$ cat src/rtl/fvpd_pkg.sv
`timescale 1ns / 1ps
package fvpd_pkg;
	localparam int CW      = 34;
	localparam int ZW      = 17;
	localparam int PW      = 50;
	localparam int SW      = 51;
	localparam int MW      = 36;
	localparam int UW      = 38;
	localparam int QW      = 15;
	localparam int RW      = 31;
	localparam int CSTAGES = 16;

	typedef logic signed [CW-1:0] coord_t;
	typedef logic signed [ZW-1:0] angle_t;
	typedef logic [RW-1:0] rem_t;
	typedef logic [QW-1:0] quot_t;

	function automatic angle_t atan_of(input logic [3:0] i);
		angle_t r;
		case (i)
			4'd0: r = 17'sd8192;
			4'd1: r = 17'sd4836;
			4'd2: r = 17'sd2555;
			4'd3: r = 17'sd1297;
			4'd4: r = 17'sd651;
			4'd5: r = 17'sd326;
			4'd6: r = 17'sd163;
			4'd7: r = 17'sd81;
			4'd8: r = 17'sd41;
			4'd9: r = 17'sd20;
			4'd10: r = 17'sd10;
			4'd11: r = 17'sd5;
			4'd12: r = 17'sd3;
			4'd13: r = 17'sd1;
			4'd14: r = 17'sd1;
			default: r = 17'sd0;
		endcase
		return r;
	endfunction
endpackage

$ cat src/rtl/fvpd_div_cell.sv
`timescale 1ns / 1ps
module fvpd_div_cell (
	input  logic            clk,
	input  logic            en,
	input  logic [3:0]      bit_idx,
	input  logic [15:0]     dval,
	input  fvpd_pkg::rem_t  rem_in,
	input  fvpd_pkg::quot_t q_in,
	output fvpd_pkg::rem_t  rem_s1,
	output fvpd_pkg::quot_t q_s1
);
	fvpd_pkg::rem_t trial;
	logic           take;

	assign trial = fvpd_pkg::rem_t'(dval) << bit_idx;
	assign take  = rem_in >= trial;

	always_ff @(posedge clk) begin
		if (en) begin
			rem_s1 <= take ? rem_in - trial : rem_in;
			q_s1   <= q_in | (fvpd_pkg::quot_t'(take) << bit_idx);
		end
	end
endmodule

$ cat config.mk
export PLATFORM = sky130hd
export DESIGN_NAME = fvpd_div_cell
export DESIGN_NICKNAME = d
export VERILOG_FILES = /design/src/rtl/fvpd_pkg.sv /design/src/rtl/fvpd_div_cell.sv
export SDC_FILE = /design/constraint.sdc
export NUM_CORES = 1
export LEC_CHECK = 0
export ABC_AREA = 1
export BUFFER_PORTS_ARGS = -buffer_cell sky130_fd_sc_hd__buf_2
export CAP_MARGIN = 20
export CORE_ASPECT_RATIO = 0.7
export CORE_MARGIN = 2
export CORE_UTILIZATION = 55
export CTS_CLUSTER_SIZE = 12
export DETAILED_ROUTE_END_ITERATION = 10
export PLACE_DENSITY_LB_ADDON = 0.05
export SLEW_MARGIN = 20
export SYNTH_ARGS = -nofsm -noshare
export SYNTH_HDL_FRONTEND = slang
export SYNTH_SLANG_ARGS = --single-unit
$ cat constraint.sdc
create_clock -name clk -period 7.15 [get_ports clk]
set_clock_uncertainty 0.05 [all_clocks]
set_input_delay 0.715 -clock clk [delete_from_list [all_inputs] [get_ports clk]]
set_output_delay 0.715 -clock clk [all_outputs]
set_load 0.01 [all_outputs]
After elaboration in Yosys (flattened, before gate mapping)
Index checks and enable logic that the tools add are counted.
W data, S select, Z words.
{ "op_classes": {"n_addsub": 1, "order_cmp": 1, "n_shift": 2, "mux": 1, "bitwise": 1} }
{ "ops": {"columns": ["op", "n"], "rows": [
  ["$ge A31 B31 Y1", 1],
  ["$mux W31", 1],
  ["$shl A16 B4 Y31", 1],
  ["$sub A31 B31 Y31", 1],
  ["$or A15 B15 Y15", 1],
  ["$shl A1 B4 Y15", 1]
]} }
{ "totals": {"register_bits": 46, "inputBits": 68, "output_inout_bits": 46, "word_cells": 8} }

Logic depth before layout (Yosys ltp)
{ "logic_depth": {"word_depth": 4, "mapped_depth": 25} }

Worst setup path before layout
OpenSTA, ideal clock, no wires.
{ "synth_timing": {"path_type": "input -> register", "startpoint": "input bit_idx[0]", "endpoint": "register rem_s1[10] (data pin)", "setup_ns": 0.256, "t_arrival_ns": 3.105, "t_required_ns": 6.844, "slack_ns": 3.739, "cell_stages": 23, "path_buffers": 4, "path_cell_list": "clkbuf_2 -> clkinv_1 -> buf_2 -> nand2_1 -> nand3_1 -> nand2_1 -> nand2_1 -> o21ai_0 -> or2_2 -> ha_1 -> nand2_1 -> nor2_1 -> nand2_1 -> nor2_1 -> nand2_1 -> nand3_1 -> nor2_1 -> nand2_4 -> inv_2 -> buf_6 -> buf_6 -> nand2_1 -> o21ai_1"} }
{ "synth_via": {"elab_chain_cells": 3, "word_cells_on_any_way": 4, "classes_between": "add/sub (1); order compare (1); shift (1); mux (1)"} }
{ "synth_rtl": {"columns": ["item", "line_no", "rtl"], "rows": [
  ["from (decl)", "fvpd_div_cell.sv:5", "input logic [3:0] bit_idx,"],
  ["$shl A16 B4 Y31 *", "fvpd_div_cell.sv:15", "assign trial = fvpd_pkg::rem_t'(dval) << bit_idx;"],
  ["$sub A31 B31 Y31 or $ge A31 B31 Y1 (tied branches)", "fvpd_div_cell.sv:20, fvpd_div_cell.sv:16", null],
  ["$mux W31 *", "fvpd_div_cell.sv:20", "rem_s1 <= take ? rem_in - trial : rem_in;"],
  ["to (signal assigned)", "fvpd_div_cell.sv:20", null],
  ["to (decl)", "fvpd_div_cell.sv:9", "output fvpd_pkg::rem_t rem_s1,"]
]} }
Mark *: on every way between the ends. The rest lies on a longest branch, timed or not.
A chain may end at the register's enable or synchronous reset.

Final worst setup path
{ "layout_timing": {"startpoint": "input bit_idx[0]", "endpoint": "register rem_s1[9] (data pin)"} }
The elaborated chain is that of the path after synthesis.

==> metrics.csv <==
metric,value,unit
RSZ-0062 raised after global routing,no,
core area,0.008408,mm2
final worst setup slack,2.207,ns
post-CTS setup buffer count,0,
crit path from,bit_idx[0],
most instantiated library cell after synthesis,nand2_1,
largest net degree at the start of global routing,48,
Tmin final,4.943,ns
number of distinct library cells after synthesis,37,
worst hold margin,0.6327,ns
Initial Util,56.44,%
status,completed,
Hold Crit Class,in2reg,
# IOs,114,
Post-synth EDFFs,46,
first-pass GRT wire length,22690,um
H-tree levels,2,
DR vias,5174,
CP peak stage delay,0.65,ns
Layout area overhead,15.40,%
cell family with most CP delay,buffers and inverters,
fin area,0.005477,mm2
Final #Nets,907,
top post-synthesis cells by count,"258 x nand2_1, 59 x inv_1, 58 x nor2_1, 53 x o21ai_0, 46 x edfxtp_1",
critical path endpoint,rem_s1[9]$_DFFE_PP_,
Critical Path RT,7.10,ns
post-synth top area cell,edfxtp_1,
P_leak,2.611,nW
wire per inst,15.85,um
hold buffer count at CTS,0,
initial antenna violation count,0,
critical path depth,20,
Worst-Margin Slew,0.8264,ns
Die ar.,0.009400,mm2
Setup WS pre-CTS,1.996,ns
VDD IR max,0.0001072,V
share of layout cells above drive strength 1,17.70,%
final wirelength,14470,um
Num Clock Sinks,46,
GRT Total Usage,31.23,%
MaxCap Viol Count,0,
post-synth design cell area,0.004746,mm2
"FFs w/ async S/R, synth",0,%
Synth top area share,29.11,%
crit path cell chain,buf_2 -> clkinv_1 -> nand2_1 -> nand2_1 -> nand2_1 -> o21ai_0 -> nand2_1 -> o21ai_0 -> o21ai_0 -> ha_1 -> nand2_1 -> nor2_1 -> nand2_1 -> nor2_2 -> nand2_1 -> nand3_1 -> nor2_1 -> nand2_4 -> inv_2 -> o21ai_0,
fin crit share,69.14,%
Worst setup SP type,input pin,
DRT iter0 DRCs,443,
port bufs,113,
Avg Inst Size Synth,6.656,um2
Worst-path clk slew,0.07,ns
CTS tree,yes,
Area after DPL,0.005304,mm2
drt via density,5.667,
"top cells by area, synth","edfxtp_1 29%, nand2_1 20%, ha_1 8.2%, o21ai_0 5.6%, inv_1 4.7%",
Fmax achieved,202.3,MHz
Die Height,81.72,um
Slew HR,44.91,%
Synth Flop Type,edfxtp_1,
Setup Total Neg Slack,0,ns
clock root buffer,clkbuf_16,
CTS max path bufs,2,
Final setup viols,0,
total global routing overflow,0,
GPL Wtd Cong,1.064,
num rows,28,
Seq cells post-synth,46,
Final Max Slew Viols,0,
crit path max fanout,47,
Setup CP Type,in2reg,
WP data arrival,4.90,ns
die width,115.0,um
cts bufs inserted,5,
post-cts sizing count,0,
crit end category,flop,
DRC errors left,0,
Mapped Nets,813,
Ys Warns,0,
Hold Fails Final Rpt,0,
Buffers & Inverters on Critical Path,3,
vias in the first global route,4462,
pwr dens,198.3,mW/mm2
Detailed Routing Iterations Pass 1,5,
CP max stage cell,inv_2,
Antenna Nets Post-Route,0,
CP dominant cell by count,nand2_1,
cell count after synthesis,713,
# diodes,0,
"Seq/Total Area, Yosys",29.11,%
DP Wirelength,11510,um
flip-flops by register name (all words and copies together) (netlist names):
| signal | count |
|---|---|
| q_s1 | 15 |
| rem_s1 | 31 |
layout make-up:
| class | count | area (um2) |
|---|---|---|
| clock buffer | 5 | 125.1 |
| clock inverter | 3 | 45.04 |
| fill | 761 | 2932 |
| inverter | 62 | 232.7 |
| multi-input combinational | 579 | 2993 |
| sequential | 46 | 1381 |
| tap | 105 | 131.4 |
| timing repair buffer | 113 | 568.0 |
cell usage in the layout, fill, tap and decap left out, types with 3 or more instances in the layout:
master / instances
nand2_1: 258
buf_2: 112
inv_1: 59
nor2_1: 58
o21ai_0: 53
edfxtp_1: 46
nand3_1: 37
a21oi_1: 36
ha_1: 31
o21bai_1: 22
xnor2_1: 11
nand4_1: 10
o21ai_2: 9
xor2_1: 7
nor3_1: 6
o21ai_1: 6
or2_2: 5
nand3b_1: 5
clkbuf_16: 5
a31oi_1: 4
mux2i_1: 3
nor4_1: 3
nor2_2: 3
logic make-up (layout without fill, tap and decap cells):
| kind of cell | after synthesis | after routing | share of synthesized area (%) |
|---|---|---|---|
| simple gates | 389 | 389 | 33.72 |
| compound gates | 137 | 137 | 16.79 |
| buf+inv | 88 | 183 | 7.830 |
| flops | 46 | 46 | 29.11 |
| fa+ha+maj | 32 | 32 | 8.595 |
| xor+xnor | 18 | 18 | 3.322 |
| mux | 3 | 3 | 0.6328 |
per-stage QoR:
step / util (%) / cells / power, W
floorplan: - / 713 / 0.0006676
global placement: 63.08 / 905 / 0.0007976
detailed placement: 63.08 / 905 / 0.0008028
CTS: 65.10 / 913 / 0.001078
global route: 65.13 / 913 / 0.001150
finish: 65.13 / 913 / 0.001086
power by group:
| group | total, W | switching (W) | internal, W |
|---|---|---|---|
| combinational | 0.000451 | 0.000291 | 0.000160 |
| clock | 0.000278 | 0.000113 | 0.000165 |
| sequential | 0.000357 | 0.00000860 | 0.000348 |
layer usage:
metal,track usage [%],vias to the layer above,part of all wire [%]
met5,0,-,0
met3,7.970,13,12
met2,47.41,320,42
met1,46.16,2281,45
li1,-,2560,-
met4,3.494,0,0.61
worst min path at each step:
stage,startpoint,depth (start not counted),endpoint
final,q_in[7],2,q_s1[7]$_DFFE_PP_
after CTS,q_in[7],2,q_s1[7]$_DFFE_PP_
after floorplan,en,0,q_s1[0]$_DFFE_PP_
after global routing,q_in[7],2,q_s1[7]$_DFFE_PP_
after detailed placement,q_in[7],2,q_s1[7]$_DFFE_PP_
after global placement,q_in[12],2,q_s1[12]$_DFFE_PP_
No activity file was read; power rests on OpenSTA's default activity.
