==> config.mk <==
export PLATFORM = sky130hd
export DESIGN_NAME = fvpd_cordic_cell
export DESIGN_NICKNAME = d
export VERILOG_FILES = /design/src/rtl/fvpd_pkg.sv /design/src/rtl/fvpd_cordic_cell.sv
export SDC_FILE = /design/constraint.sdc
export NUM_CORES = 1
export LEC_CHECK = 0
export BUFFER_PORTS_ARGS = -buffer_cell sky130_fd_sc_hd__buf_4
export CAP_MARGIN = 20
export CORE_AREA = 5 5 147 149
export DETAILED_ROUTE_END_ITERATION = 6
export DIE_AREA = 0 0 152 154
export GPL_ROUTABILITY_DRIVEN = 1
export PLACE_DENSITY_LB_ADDON = 0.2
export SYNTH_ARGS = -nofsm -noshare
export SYNTH_HDL_FRONTEND = slang
export SYNTH_SLANG_ARGS = --single-unit
==> constraint.sdc <==
create_clock -name clk -period 18.8 [get_ports clk]
set_clock_uncertainty 0.05 [all_clocks]
set_input_delay 3.76 -clock clk [delete_from_list [all_inputs] [get_ports clk]]
set_output_delay 3.76 -clock clk [all_outputs]
set_load 0.05 [all_outputs]
==> src/rtl/fvpd_pkg.sv <==
`timescale 1ns / 1ps
package fvpd_pkg;
	localparam int CW      = 34;
	localparam int ZW      = 17;
	localparam int PW      = 50;
	localparam int SW      = 51;
	localparam int MW      = 36;
	localparam int UW      = 38;
	localparam int QW      = 15;
	localparam int RW      = 31;
	localparam int CSTAGES = 16;

	typedef logic signed [CW-1:0] coord_t;
	typedef logic signed [ZW-1:0] angle_t;
	typedef logic [RW-1:0] rem_t;
	typedef logic [QW-1:0] quot_t;

	function automatic angle_t atan_of(input logic [3:0] i);
		angle_t r;
		case (i)
			4'd0: r = 17'sd8192;
			4'd1: r = 17'sd4836;
			4'd2: r = 17'sd2555;
			4'd3: r = 17'sd1297;
			4'd4: r = 17'sd651;
			4'd5: r = 17'sd326;
			4'd6: r = 17'sd163;
			4'd7: r = 17'sd81;
			4'd8: r = 17'sd41;
			4'd9: r = 17'sd20;
			4'd10: r = 17'sd10;
			4'd11: r = 17'sd5;
			4'd12: r = 17'sd3;
			4'd13: r = 17'sd1;
			4'd14: r = 17'sd1;
			default: r = 17'sd0;
		endcase
		return r;
	endfunction
endpackage

==> src/rtl/fvpd_cordic_cell.sv <==
`timescale 1ns / 1ps
module fvpd_cordic_cell (
	input  logic             clk,
	input  logic             en,
	input  logic [3:0]       stage,
	input  fvpd_pkg::coord_t x_in,
	input  fvpd_pkg::coord_t y_in,
	input  fvpd_pkg::angle_t z_in,
	output fvpd_pkg::coord_t x_s1,
	output fvpd_pkg::coord_t y_s1,
	output fvpd_pkg::angle_t z_s1
);
	fvpd_pkg::coord_t dx, dy;
	fvpd_pkg::angle_t at;

	assign dx = y_in >>> stage;
	assign dy = x_in >>> stage;
	assign at = fvpd_pkg::atan_of(stage);

	always_ff @(posedge clk) begin
		if (en) begin
			if (!z_in[fvpd_pkg::ZW-1]) begin
				x_s1 <= x_in - dx;
				y_s1 <= y_in + dy;
				z_s1 <= z_in - at;
			end else begin
				x_s1 <= x_in + dx;
				y_s1 <= y_in - dy;
				z_s1 <= z_in + at;
			end
		end
	end
endmodule

## Word level (Yosys, flattened, before mapping)

Memories as Yosys holds them, arrays and structs flattened.
Index checks and enable logic that the tools add are counted.
W data, S select, Z words.

| word-level totals | value |
|---|---|
| register bits | 85 |
| memories kept | 1 |
| RAM bits | 0 |
| logic and storage cells | 15 |
| output and inout bits | 85 |
| bits in read-only memories | 224 |
| latch bits | 0 |

Memories:

| name | depth | bits a word | rd ports | clocked after Yosys merged registers in | wr ports | line | RTL |
|---|---|---|---|---|---|---|---|
| (no name shown) | 16 | 14 | 1 | 0 | 0 | fvpd_pkg.sv:20 | `case (i)` |

| cells by class | value |
|---|---|
| eq/ne operators | 0 |
| $mul | 0 |
| add/sub/neg operators | 6 |
| divide/modulo/power cells | 0 |
| shifts and indexed selects | 2 |
| multiplexer cells | 3 |
| bitwise gates (word level) | 0 |
| reduce and logical (&&, ||, !) cells | 0 |
| order comparisons | 0 |

Operators with widths:

| cell | count |
|---|---|
| $add A34 B34 Y34 | 2 |
| $mux W34 | 2 |
| $sshr A34 B4 Y34 | 2 |
| $sub A34 B34 Y34 | 2 |
| $add A17 B17 Y17 | 1 |
| $mux W17 | 1 |
| $sub A17 B17 Y17 | 1 |

## Logic depth before layout (Yosys ltp)

Gate-level depths: netlist of the first run.

| logic depth | value |
|---|---|
| depth after elaboration | 3 |
| depth in mapped cells | 28 |

## Worst setup path before layout of the first run

No wires, ideal clock.

| timing | value |
|---|---|
| kind | input -> register |
| from | input stage[3] |
| to | register x_s1[32] (data pin) |
| arrival time | 8.534 ns |
| stages on the path | 24 |
| setup slack | 9.952 ns |
| setup time | 0.264 ns |
| data required time | 18.486 ns |
| path through | buf_4 > buf_4 > buf_4 > buf_4 > buf_4 > buf_2 > mux2_2 > a21oi_1 > a21oi_1 > a21oi_1 > ha_1 > nand2_1 > nor4_2 > a31oi_1 > xnor2_1 > ha_1 > and3_1 > and2_1 > a21oi_1 > o21ai_0 > o41ai_1 > o211ai_1 > a221oi_1 > xnor2_1 |

| on the way | value |
|---|---|
| longest elaborated chain between the ends | 3 |

Ends and longest elaborated chain:

| element | line | RTL |
|---|---|---|
| from (decl) | fvpd_cordic_cell.sv:5 | `input logic [3:0] stage,` |
| $sshr A34 B4 Y34 (*) | fvpd_cordic_cell.sv:16 | `assign dx = y_in >>> stage;` |
| $sub A34 B34 Y34 or $add A34 B34 Y34 (tied branches) | fvpd_cordic_cell.sv:23, fvpd_cordic_cell.sv:27 |  |
| $mux W34 (*) | fvpd_cordic_cell.sv:22 | `if (!z_in[fvpd_pkg::ZW-1]) begin` |
| to (signal assigned) | fvpd_cordic_cell.sv:23 | `x_s1 <= x_in - dx;` |
| to (signal assigned) | fvpd_cordic_cell.sv:27 | `x_s1 <= x_in + dx;` |
| to (decl) | fvpd_cordic_cell.sv:9 | `output fvpd_pkg::coord_t x_s1,` |

Every way passes the cells marked *; elsewhere a longest branch is shown, timed or not.
A chain may end at the register's enable or synchronous reset.

## Worst setup path in the final report of the first run

| timing | value |
|---|---|
| from | input stage[0] |
| to | register x_s1[32] (data pin) |

The elaborated chain is that of the path after synthesis.

==> impl_results.md, run 1 <==
- Total grt overflow: 0
- Leakage power: 5.81 nW
- Syn Area/Cell: 9.18 sq um
- Total track usage: 0.296
- CTS root buf: clkbuf_16
- Pre-CTS setup slack: between 8 and 9 ns
- Critical Path AT: 10.17 ns
- CORE AREA: 0.0200 sq mm
- Sum Neg Setup Slack: 0 ns
- Width of the die: between 150 and 200 microns
- Hpwl dp: ~28000 microns
- DR vias/cell: ~6.6
- Delay-heaviest family, CP: compound AO/OA/AOI/OAI gates
- Final setup violation count: 0
- Synth top area cells: edfxtp_1 21%, mux4_2 13%, ha_1 9.3%
- Endpoint type of the worst setup path: flip-flop
- Port bufs: roughly 180
- Hold crit path type: in2reg
- Fin util: 0.690
- Largest net degree at the start of global routing: 86
- WL final: around 36000 microns
- Slew HR: 0.292
- Clock slew at reported path FFs: about 0.06 ns
- Ys Warns: 0
- Post-synthesis compound-gate area fraction: 0.195
- CTS Sinks: 85
- Post-Synth Adder-Cell Area: 0.0975
- Max-slew violation count: 0
- CTS Buffer Depth: 2
- Status: finished, final reports clean
- Synth Area in Simple Gates: 0.140
- P per Cell Area: approximately 94 mW/mm^2
- Fmax: 98.8 MHz
- Mux share of post-synthesis cell area: 0.205
- Top Ports: 176
- Gpl congestion: 1.02
- Top-area cell type share of the netlist area: 0.210
- Seq/Total Area, Yosys: 0.210
- Post-synthesis cell type count: 80
- Die area: between 0.02 and 0.025 sq mm
- Fin crit share: 0.538
- Synth async-reset ratio: 0
- Syn Nets: about 1500
- Fraction of layout cells with a size suffix above 1: 0.223
- Initial Util: 0.607
- Initial antenna violation count: 0
- Max incr delay on CP: roughly 0.9 ns
- Ant diodes: 0
- Main flop type after synthesis: edfxtp_1
- Overall Power: between 1 and 1.5 mW
- Synthesis-stage register bit count: between 80 and 90
- First-pass GRT wire length: approximately 57000 microns
- Nets: about 1600
- Slew @ Worst Pin: 1.06 ns
- H-tree Lvls: 3
- Via count: ~11000
- Site row count: between 50 and 60
- Total DRC errors in the routed layout: 0
- Max_cap viols: 0
- Largest family of logic cells by synthesized area: multiplexers
- Setup crit start kind: input pin
- TritonRoute pass-1 iters: 6
- Crit path cell chain: buf_4 > buf_4 > mux4_2 > mux2_2 > o21ai_0 > ha_1 > nand2_1 > nor4_2 > a31oi_1 > xnor2_1 > ha_1 > and3_1 > and2_1 > a21oi_1 > o21ai_0 > o41ai_1 > o211ai_1 > a221oi_1 > xnor2_1
- Crit path buf inv count: 2
- Fin Hold WS: about 3.7 ns
- Drt wl/cell: about 21 microns
- Multi-input gate area: 0.00910 sq mm
- Slowest CP cell: o41ai_1
- Vias in the first global route: 10900
- Iteration-0 DRC Markers: between 1000 and 1500
- Tmin final: about 10 ns
- Reg area: approximately 0.0026 sq mm
- Largest area contributor in the netlist: edfxtp_1
- Hold Vio Cnt, Final: 0
- Mapped Cells: around 1300
- Area growth, synth to finish: 13.6%
- Critical path peak fanout: 57
- Critical Path RT: about 19 ns
- Synth Cell Area: about 0.012 sq mm
- CP Class: in2reg
- Post-route ant nets: 0
- Post-CTS sizing: 0
- TritonCTS clock tree: built
- Worst setup margin: between 8 and 9 ns
- Largest vdd supply drop: roughly 0.000066 V
- Hold bufs inserted after CTS: 0
- Most common cell after layout, fill and taps aside: buf_4
- Postcts setup bufs: 0
- Clock buffer count from CTS: 9
- Most frequent cells in the layout: 181 x buf_4, 136 x a21oi_1, 115 x nand2_1, 100 x xnor2_1, 96 x nor2_1
- Fillers: 1670
- RSZ-0062 raised after global routing: no
- Post-Synth XOR/XNOR Area: 0.110
- Number of flops mapped to enable cells by yosys: 85
- Die Y: 154 microns
==> path summary, 6_finish.rpt <==
check	from	endpoint	slack, ns	cells after the start
max	stage[0]	x_s1[32]	8.68	19
min	x_in[0]	x_s1[0]	3.66	2
==> flip-flops by register name, summed over array words and instances, names as in the netlist <==
register and cells:
x_s1 34, y_s1 34, z_s1 17
==> through the flow <==
stage,instance area (sq um),cells
finish,13800,1726
global route,13800,1726
CTS,13800,1726
detailed placement,13500,1712
global placement,13500,1712
floorplan,12200,1326
==> cell type report <==
class                      count  share of cell area
clock inverter                 4             0.00543
multi-input combinational   1129               0.658
timing repair buffer         181              0.0983
clock buffer                  10              0.0166
tap                          270              0.0244
inverter                      47              0.0128
sequential                    85               0.185
==> layer usage <==
metal  up-vias  share of wire  global-route usage
met1      5294           0.39               0.386
met5         -              0                   0
met2       730           0.45               0.465
li1       5268              -                   -
met3       108           0.11              0.0787
met4         0          0.042               0.126
==> where the power goes <==
group / internal, mW / total, mW / switching, mW
sequential: 0.290 / 0.304 / 0.0146
combinational: 0.293 / 0.798 / 0.505
clock: 0.115 / 0.194 / 0.0786
total: 0.698 / 1.30 / 0.598
==> cell families after synthesis <==
logic type	count (synthesis)
muxes	156
xor gates and xnor gates	153
DFF	85
adders and majority gates	93
AOI/OAI and AO/OA	373
and+or+nand+nor	354
buffers and inverters	112
==> synthesized netlist by cell type, types with 13 or more instances <==
master / count
a21o_1: 39
a21oi_1: 136
a31oi_1: 25
and2_1: 14
and3_1: 21
buf_1: 14
buf_2: 15
clkbuf_1: 21
edfxtp_1: 85
ha_1: 90
inv_1: 45
mux2_2: 36
mux2i_1: 48
mux4_2: 71
nand2_1: 115
nand2b_1: 13
nand4_1: 13
nor2_1: 96
nor2b_1: 19
nor3_1: 24
o21ai_0: 52
xnor2_1: 100
xor2_1: 53
Power figures use the tool's default switching activity.
==> inputs of run 2 (changes only) <==
- ABC_AREA: default -> 1
- CORE_AREA: 5 5 147 149 -> 5 5 153 155
- DIE_AREA: 0 0 152 154 -> 0 0 158 160
- clock period: 18.8 -> 10.4 ns (I/O delays scaled with it)
==> run 2 against run 1 <==
  * Final area increased by 4.2%
  * Routed wire length up 22%
  * Count of clock-buffer cells in the layout down 1
  * First-iteration DRC count increased by 44%
  * Critical path type unchanged
  * Critical endpoint is now x_s1[24]
==> impl_results.md, run 2 <==
- Reg area: 0.00255 sq mm (unchanged)
- Critical Path Stages: 26 (+7)
- Post-synthesis cell type count: 47 (-41%)
- Hold crit path type: in2reg
- Die area: 0.0253 sq mm (+8.0%)
- CP Class: in2reg
- Fmax: between 100 and 150 MHz
- Multi-input gate area: 0.00922 sq mm (+1.3%)
- Vias in the first global route: 13600 (+25%)
- Largest area contributor in the netlist: edfxtp_1
- TritonCTS clock tree: built
- Site row count: 54 (+3.8%)
- Syn Area/Cell: 6.20 sq um (-32%)
- Fin crit share: 0.715
- Leakage power: 7.17 nW (+23%)
- First-pass GRT wire length: 69700 microns (+22%)
- Crit path buf inv count: 7 (+5)
- Regs by FF count: x_s1 x34, y_s1 x34, z_s1 x17
- Post-Synth XOR/XNOR Area: 0.0908 (-0.0193)
- Drt wl/cell: 17.9 microns (-15%)
- Post-CTS sizing: 0 (unchanged)
- Synth Area in Simple Gates: 0.431 (+0.290)
- Ys Warns: 0 (unchanged)
- Total grt overflow: 0 (unchanged)
- Largest vdd supply drop: 0.000132 V (+99%)
- Final Non-Filler Cells: 2476 (+43%)
- Worst Setup SP: stage[2]
- Crit path top cell by count: nand2_1
- Most common cell after layout, fill and taps aside: nand2_1
- H-tree Lvls: 3 (unchanged)
- Top Ports: 176 (unchanged)
- Placed insts: 2460 (+44%)
- P per Cell Area: 162 mW/mm^2 (+73%)
- Total DRC errors in the routed layout: 0 (unchanged)
- Synth cell count leaders: 671 x nand2_1, 313 x nand3_1, 183 x nor2_1
- Top-area cell type share of the netlist area: 0.199 (-0.0107)
- Post-synthesis compound-gate area fraction: 0.105 (-0.0894)
- Fraction of layout cells with a size suffix above 1: 0.122 (-0.100)
- TritonRoute pass-1 iters: 6 (unchanged)
- Largest family of logic cells by synthesized area: simple AND/OR/NAND/NOR gates
- Synth Cell Area: 0.0128 sq mm (+5.4%)
- CP Capture Point: x_s1[24]
- Main flop type after synthesis: edfxtp_1
- Post-layout instance area: 0.0144 sq mm (+4.2%)
- Slew HR: 0.281 (-0.0104)
- Initial Util: 0.591 (-0.0161)
- Max incr delay on CP: 0.82 ns (-0.08 ns)
- CTS Sinks: 85 (unchanged)
- Total track usage: 0.339 (+0.0437)
- Pre-CTS setup slack: 2.87 ns (-5.56 ns)
- Seq/Total Area, Yosys: 0.199 (-0.0107)
- Port bufs: 175 (unchanged)
- CORE AREA: 0.0217 sq mm (+8.2%)
- Setup crit start kind: input pin
- Critical Path RT: 10.44 ns (-8.41 ns)
- Tmin final: 7.43 ns
- Gpl congestion: 1.01 (-1.1%)
- Clock slew at reported path FFs: 0.08 ns (+0.02 ns)
- Width of the die: 158 microns (+3.9%)
- Sum Neg Setup Slack: 0 ns (unchanged)
- CTS root buf: clkbuf_16
- Largest net degree at the start of global routing: 75 (-13%)
- Postcts setup bufs: 0 (unchanged)
- Max_cap viols: 0 (unchanged)
- Hold bufs inserted after CTS: 0 (unchanged)
- Most frequent cells in the layout: 671 x nand2_1, 313 x nand3_1, 183 x nor2_1, 177 x buf_4, 168 x inv_1
- Critical Path AT: 7.47 ns (-2.70 ns)
- Status: finished, final reports clean
- Synthesis-stage register bit count: 85 (unchanged)
- Area growth, synth to finish: 12.4%
- Fillers: 2038 (+22%)
- Initial antenna violation count: 0 (unchanged)
- Slowest CP cell: nor2_1
- Slew @ Worst Pin: 1.08 ns (+0.0156 ns)
- Post-route ant nets: 0 (unchanged)
- Clock buffer count from CTS: 9 (unchanged)
- DR vias/cell: 5.88 (-11%)
- Synth top area cells: edfxtp_1 20%, nand2_1 20%, nand3_1 12%
- Most frequent cell after synthesis: nand2_1
- Final setup violation count: 0 (unchanged)
- Post-Synth Adder-Cell Area: 0.0925 (-0.00495)
- WL final: 44400 microns (+22%)
- Number of flops mapped to enable cells by yosys: 85 (unchanged)
- Critical path peak fanout: 61 (+7.0%)
- Synth async-reset ratio: 0 (unchanged)
- Mapped Cells: 2068 (+56%)
- Syn Nets: 2252 (+49%)
- Nets: 2375 (+45%)
- Hpwl dp: 36000 microns (+29%)
- Ant diodes: 0 (unchanged)
- Iteration-0 DRC Markers: 1681 (+44%)
- Mux share of post-synthesis cell area: 0 (-0.205)
- Max-slew violation count: 0 (unchanged)
- Die Y: 160 microns (+3.9%)
- DP Area: 0.0141 sq mm (+4.5%)
- Endpoint type of the worst setup path: flip-flop
- Via count: 14600 (+28%)
- Delay-heaviest family, CP: simple AND/OR/NAND/NOR gates
- Worst setup margin: 2.97 ns (-5.71 ns)
- RSZ-0062 raised after global routing: no
- CTS Buffer Depth: 2 (unchanged)
- Hold Vio Cnt, Final: 0 (unchanged)
run 2: logic make-up (layout without fill, tap and decap cells):
group | Yosys count | after routing
DFF | 85 | 85
xor gates and xnor gates | 133 | 133
and+or+nand+nor | 1273 | 1273
buffers and inverters | 245 | 373
AOI/OAI and AO/OA | 239 | 239
adders and majority gates | 93 | 93
run 2: worst min-delay path by stage:
stage                       start       to  slack (ns)  depth (start not counted)
after floorplan                en  x_s1[0]        2.14                          0
after global placement    x_in[0]  x_s1[0]        2.34                          2
after detailed placement  z_in[0]  z_s1[0]        2.33                          2
after CTS                 z_in[0]  z_s1[0]        1.96                          2
after global routing      z_in[0]  z_s1[0]        1.96                          2
final                     z_in[0]  z_s1[0]        1.97                          2
run 2: cell type report:
class                      instances  share of cell area
multi-input combinational       1738               0.640
clock buffer                       9              0.0156
clock inverter                     7             0.00408
timing repair buffer             177              0.0922
sequential                        85               0.177
inverter                         180              0.0470
tap                              280              0.0243
run 2: routing by layer:
layer  routed length (microns)  share of wire  track usage  vias to the layer above
met5                         0              0            0                        -
met4                      1550          0.035        0.110                        0
met3                      3510          0.079       0.0525                      117
met2                     19800           0.45        0.533                      711
met1                     19500           0.44        0.477                     6599
li1                          -              -            -                     7131
run 2: power breakdown:
part | total (mW) | internal [mW] | switching (mW)
registers | 0.546 | 0.516 | 0.0295
logic | 1.46 | 0.449 | 1.01
clock network | 0.333 | 0.166 | 0.167
total | 2.34 | 1.13 | 1.21
run 2: metrics by stage:
stage                util  hold slack [ns]  total power [mW]
global placement    0.651             2.34              1.96
detailed placement  0.651             2.33              1.99
finish              0.665             1.97              2.34
floorplan               -             2.14              1.59
global route        0.665             1.96              2.47
CTS                 0.665             1.96              2.32
